`src/rtl/core/zesd_pkg.sv`:
```
// Shared types and constants for the zero-escaped string decoder.
// Holds the beat payload structs, status codes and counter sizing.
// No dependencies.
`default_nettype none

package zesd_pkg;

    // Width of the per-string byte counter (4 to 32).
    localparam int COUNT_WIDTH = 16;
    localparam int REPORT_WIDTH = 16;
    localparam int CNT_EXT_W = (COUNT_WIDTH > REPORT_WIDTH) ? COUNT_WIDTH : REPORT_WIDTH;

    localparam int CFG_IDX_W = 1;
    localparam int CFG_DATA_W = 1;

    typedef logic [2:0] t_status;

    localparam t_status ST_BUSY    = 3'd0;
    localparam t_status ST_DONE    = 3'd1;
    localparam t_status ST_EMPTY   = 3'd2;
    localparam t_status ST_UNTERM  = 3'd3;
    localparam t_status ST_LONE    = 3'd4;
    localparam t_status ST_BADPAIR = 3'd5;

    localparam logic [CFG_IDX_W-1:0] CFG_COMPLEMENT_MODE = 1'd0;
    localparam logic [CFG_IDX_W-1:0] CFG_DISCARD_DATA    = 1'd1;

    typedef struct packed {
        logic [7:0] data_byte;
        logic       byte_present;
        logic       end_of_buffer;
    } t_in;

    typedef struct packed {
        logic [7:0]              out_byte;
        logic                    out_valid;
        t_status                 status;
        logic [REPORT_WIDTH-1:0] consumed_bytes;
    } t_out;

endpackage

`default_nettype wire

```
`src/rtl/core/zero_escaped_string_decoder.sv`:
```
// Top level of the zero-escaped string decoder.
// Depends on zesd_pkg for payload structs, status codes and counter width.
//
// Usage: encoded key bytes enter on the input channel (i_valid / o_stall,
// payload i_data), one beat per byte or per end-of-buffer marker. Every
// accepted input beat yields exactly one result beat on the output channel
// (o_valid / i_stall, payload o_data) carrying the decoded byte, if any, and
// the string status; the byte count comes with status done.
// A beat goes through the input register and then the result register.
// Throughput is one beat per cycle unless the receiver stalls; the only loop
// is the one-bit marker flag and the byte counter, updated as a beat fires.
// When the receiver stalls, the result register holds its beat and the input
// register holds the next one; o_stall rises only when both are full. Reset
// (i_rst_n low, synchronous) empties both registers, clears the string state
// and returns both configuration bits to zero. Configuration (i_cfg_we,
// i_cfg_idx, i_cfg_data) is for the user to write while idle; the block does
// not enforce it. Index 0: complement mode; index 1: suppress decoded data.
`default_nettype none

module zero_escaped_string_decoder (
    input  wire                                   i_clk,
    input  wire                                   i_rst_n,
    input  wire                                   i_valid,
    output logic                                  o_stall,
    input  zesd_pkg::t_in                         i_data,
    output logic                                  o_valid,
    input  wire                                   i_stall,
    output zesd_pkg::t_out                        o_data,
    input  wire                                   i_cfg_we,
    input  wire  [zesd_pkg::CFG_IDX_W-1:0]        i_cfg_idx,
    input  wire  [zesd_pkg::CFG_DATA_W-1:0]       i_cfg_data
);
    import zesd_pkg::*;

    logic                   r_cmode;
    logic                   r_discard;
    logic                   r_in_valid;
    t_in                    r_in;
    logic                   r_out_valid;
    t_out                   r_out;
    logic                   r_pend;
    logic [COUNT_WIDTH-1:0] r_count;

    logic                   n_pend;
    logic [COUNT_WIDTH-1:0] n_count;
    logic [COUNT_WIDTH-1:0] cnt_inc;
    logic [CNT_EXT_W-1:0]   cnt_ext;
    logic [7:0]             inv;
    logic [7:0]             esc;
    logic                   out_ready;
    logic                   fire;
    logic                   emit;
    logic [7:0]             val;
    t_status                status;
    logic [REPORT_WIDTH-1:0] report;
    t_out                   n_out;

    assign out_ready = !r_out_valid || !i_stall;
    assign fire      = r_in_valid && out_ready;
    assign o_stall   = r_in_valid && !out_ready;
    assign o_valid   = r_out_valid;
    assign o_data    = r_out;

    assign inv     = {8{r_cmode}};
    assign esc     = inv ^ 8'h01;
    assign cnt_inc = (r_count != '1) ? r_count + 1'b1 : r_count;
    assign cnt_ext = CNT_EXT_W'(cnt_inc);

    always_comb begin
        status  = ST_BUSY;
        emit    = 1'b0;
        val     = 8'h00;
        report  = '0;
        n_pend  = r_pend;
        n_count = r_count;

        if (r_in.byte_present) begin
            n_count = cnt_inc;
            if (r_pend) begin
                n_pend = 1'b0;
                if (r_in.data_byte == inv) begin
                    status = ST_DONE;
                    report = (cnt_ext > CNT_EXT_W'({REPORT_WIDTH{1'b1}})) ?
                             '1 : cnt_ext[REPORT_WIDTH-1:0];
                end else if (r_in.data_byte == esc) begin
                    if (r_in.end_of_buffer) begin
                        status = ST_UNTERM;
                    end else begin
                        emit = 1'b1;
                    end
                end else begin
                    status = ST_BADPAIR;
                end
            end else if (r_in.data_byte == inv) begin
                n_pend = 1'b1;
                if (r_in.end_of_buffer) begin
                    status = ST_LONE;
                end
            end else if (r_in.end_of_buffer) begin
                status = ST_UNTERM;
            end else begin
                emit = 1'b1;
                val  = r_in.data_byte ^ inv;
            end
        end else if (r_in.end_of_buffer) begin
            if (r_pend) begin
                status = ST_LONE;
            end else if (r_count == '0) begin
                status = ST_EMPTY;
            end else begin
                status = ST_UNTERM;
            end
        end

        // any error, done or buffer end closes the string
        if (status != ST_BUSY || r_in.end_of_buffer) begin
            n_pend  = 1'b0;
            n_count = '0;
        end

        if (r_discard) begin
            emit = 1'b0;
        end

        n_out.out_byte       = emit ? val : 8'h00;
        n_out.out_valid      = emit;
        n_out.status         = status;
        n_out.consumed_bytes = report;
    end

    always_ff @(posedge i_clk) begin
        if (!i_rst_n) begin
            r_cmode     <= 1'b0;
            r_discard   <= 1'b0;
            r_in_valid  <= 1'b0;
            r_out_valid <= 1'b0;
            r_pend      <= 1'b0;
            r_count     <= '0;
        end else begin
            if (i_cfg_we) begin
                unique case (i_cfg_idx)
                    CFG_COMPLEMENT_MODE: r_cmode   <= i_cfg_data[0];
                    CFG_DISCARD_DATA:    r_discard <= i_cfg_data[0];
                    default: ;
                endcase
            end
            if (!o_stall) begin
                r_in_valid <= i_valid;
            end
            if (out_ready) begin
                r_out_valid <= fire;
            end
            if (fire) begin
                r_pend  <= n_pend;
                r_count <= n_count;
            end
        end
    end

    // payload registers, no reset
    always_ff @(posedge i_clk) begin
        if (!o_stall && i_valid) begin
            r_in <= i_data;
        end
        if (fire) begin
            r_out <= n_out;
        end
    end

endmodule

`default_nettype wire

```
`config.mk`:
```
export PLATFORM = sky130hd
export DESIGN_NAME = zero_escaped_string_decoder
export DESIGN_NICKNAME = d
export VERILOG_FILES = /design/src/rtl/core/zesd_pkg.sv /design/src/rtl/core/zero_escaped_string_decoder.sv
export SDC_FILE = /design/constraint.sdc
export NUM_CORES = 1
export LEC_CHECK = 0
export BUFFER_PORTS_ARGS = -buffer_cell sky130_fd_sc_hd__buf_4
export CORE_AREA = 2 2 106 57
export CTS_BUF_LIST = sky130_fd_sc_hd__clkbuf_16
export DETAILED_ROUTE_END_ITERATION = 8
export DIE_AREA = 0 0 108 59
export GPL_TIMING_DRIVEN = 1
export PLACE_DENSITY = 0.77
export SYNTH_ARGS = -nofsm -noshare
export SYNTH_HDL_FRONTEND = slang
export SYNTH_SLANG_ARGS = --single-unit
export TNS_END_PERCENT = 10
```
`constraint.sdc`:
```
create_clock -name i_clk -period 4.88 [get_ports i_clk]
set_input_delay 1.22 -clock i_clk [delete_from_list [all_inputs] [get_ports i_clk]]
set_output_delay 1.22 -clock i_clk [all_outputs]
set_load 0.02 [all_outputs]
```
==> summary.txt <==
Outcome
  – Status: finished clean

STA
  – Final setup TNS: 0 ns
  – Slew headroom: 47.8%
  – Final setup fails: 0
  – Skew final: 0.00422 ns
  – Period utilization: 62.3%
  – Slew at the pin with the worst max-slew slack: 0.782 ns
  – Fin. Hold Viols: 0
  – Crit path time final: 3.04 ns
  – RSZ-0062 raised after global routing: false
  – Slew Viols, Final: 0
  – Maximum clock frequency: 329 MHz

Cells and area
  – Non-filler cells, final: 403
  – Fillers: 432
  – Post-Route Utilization: 67.8%
  – Most frequent cells in the layout: 47 x buf_4, 38 x edfxtp_1, 26 x nor2_1
  – Most common cell after layout, fill and taps aside: buf_4
  – Final instance area: 0.00363 mm^2
  – Layout area overhead: 23.2%
  – Layout cells sized above 1: 21.8%
  – Nets: 344
  – Diodes inserted: 0

Worst hold path
  – Hold Path Class: flip-flop to flip-flop

Placement
  – Gpl congestion: 0.893
  – Port bufs: 46
  – Dpl cells: 387
  – Post-DP Area: 0.00331 mm^2
  – HPWL after DPL: 4250 um

Global route
  – Pin count of the biggest net entering global routing: 31
  – First-pass GRT wire length: 10,100 um
  – Total global-route track usage: 21.0%
  – Aggregate global routing overflow: 0
  – Vias in the first global route: 2,152
  – Initial antenna violation count: 0

Clock tree
  – Setup Buffers After CTS: 0
  – Clk buf depth: 2
  – Cts hold-fix bufs: 0
  – CTS buffer count: 9
  – CTS root buf: clkbuf_16
  – H-tree depth: 3
  – Post-CTS sizing: 0
  – CTS tree: built
  – Skew-Pair Late Insertion Delay: 0.32 ns
  – Clk slew on worst S/H paths: 0.05 ns
  – Clock sink total: 59

Floorplan
  – Die area: 0.00637 mm^2
  – Row cnt: 19
  – Die height: 59 um
  – Core ar.: 0.00535 mm^2
  – Die Width: 108 um
  – IO Pins: 47
  – Starting density of the core: 55.1%

Power
  – Pwr per Cell Area: 361 mW/mm^2
  – Max VDD drop: 0.000236 V
  – Pleak: 1.23 nW
  – Total power: 1.31 mW

Yosys
  – FFs w/ async S/R, synth: 0%
  – Top cells by area, synth: edfxtp_1 39%, dfxtp_1 14%, nor2_1 3.3%
  – Yosys top cell by area: edfxtp_1
  – Synth Flop Type: edfxtp_1
  – Avg Cell Area, Syn: 10.5 um^2
  – Ys Warns: 0
  – Synthesized flop and latch total: 59
  – Syn_nets: 300
  – Synth Instances: 281
  – Number of synthesized flops with an enable pin: 38
  – Mapped cell area: 0.00295 mm^2
  – Netlist cell types: 57
  – Post-synth top area share: 38.7%
  – Sequential share of the synthesized area: 53.0%

Route
  – Avg WL per Cell: 15.3 um
  – Starting DRT DRC Count: 130
  – Residual DRC: 0
  – Vias/cell: 5.79
  – Total number of vias: 2,332
  – Post-Route WL: 6160 um
  – Routed Antenna Nets: 0
  – 1st-pass router iterations: 4

Worst setup path
  – CP Max Fanout: 30
  – WP data arrival: 3.27 ns
  – Required time worst endpoint: 5.11 ns
  – Setup CP Type: input port to flip-flop
  – Critical path capture point type: flip-flop
  – Type of origin of the critical path: input port

Flow run
  – Max Cap Viol: 0
-- worst paths after layout --
path,startpoint,end,slack [ns],cells past startpoint
setup / recovery,i_stall,r_count[5]$_SDFFE_PN0P_,1.84,7
hold / removal,r_discard$_SDFFE_PN0P_,r_discard$_SDFFE_PN0P_,0.48,2
setup reg to reg,r_cmode$_SDFFE_PN0P_,r_count[5]$_SDFFE_PN0P_,2.44,5
hold reg to reg,r_discard$_SDFFE_PN0P_,r_discard$_SDFFE_PN0P_,0.48,2
-- worst max-delay path, cell delays in order --
cell      delay, ns
buf_4          0.12
a21boi_2       0.12
buf_4          0.35
nor3b_2        0.40
and2_1         0.59
nand2_1        0.23
o31ai_1        0.23
-- state kept, by name, indices dropped and copies added (netlist names) --
register and flops:
o_data 28, o_valid 1, r_cmode 1, r_count 16, r_discard 1, r_in 10, r_in_valid 1, r_pend 1
-- synth_stat cells (2+ instances only) --
cell and n:
ha_1 2, a21boi_1 3, or3_1 4, nor4_1 4, o21ai_0 6, buf_6 3
nand2b_1 3, o31ai_1 2, o21ai_1 6, mux2i_4 2, buf_2 7, or4_1 4
and4_1 3, a21oi_1 12, nor3_1 8, a21oi_2 2, nand3_1 9, o211ai_1 5
xnor2_1 11, nand4_1 5, inv_1 7, nand2_1 24, nor2_1 26, clkbuf_1 4
o32ai_1 3, a211oi_1 3, o21a_1 2, and2_1 5, edfxtp_1 38, and3_1 6
nor2b_1 5, mux2i_1 2, dfxtp_1 21, a41oi_1 2, a31oi_1 10
-- area by class of cell --
class	instances	area [um^2]	area share [%]
clock buffer	9	225	6.21
clock inverter	7	93.8	2.59
inverter	8	30.0	0.828
multi-input combinational	200	1270	35.1
sequential	59	1560	43.0
tap	73	91.3	2.52
timing repair buffer	47	353	9.72
-- where the power goes --
part / internal, mW / leakage [nW] / total (mW) / switching, mW
sequential: 0.551 / 0.525 / 0.563 / 0.0118
clock: 0.445 / 0.158 / 0.662 / 0.217
combinational: 0.0387 / 0.546 / 0.0850 / 0.0463
-- metrics by stage --
stage / setup slack [ns] / hold WS (ns)
floorplan: 0.953 / 0.439
global placement: 1.62 / 0.453
detailed placement: 1.50 / 0.473
CTS: 1.82 / 0.479
global route: 1.60 / 0.503
finish: 1.84 / 0.476
-- cells by family after synthesis --
group	share of synthesized area, %
simple gates	20.7
compound gates	15.8
flops	53.0
buf+inv	3.87
xor+xnor	3.57
mux	2.21
fa+ha+maj	0.849
-- metal layers --
metal | routed length, um | track usage [%]
met1 | 2860 | 27.4
met2 | 2890 | 34.0
met3 | 338 | 5.05
met4 | 73 | 9.34
met5 | 0 | 0
(Power assumes the default switching activity.)
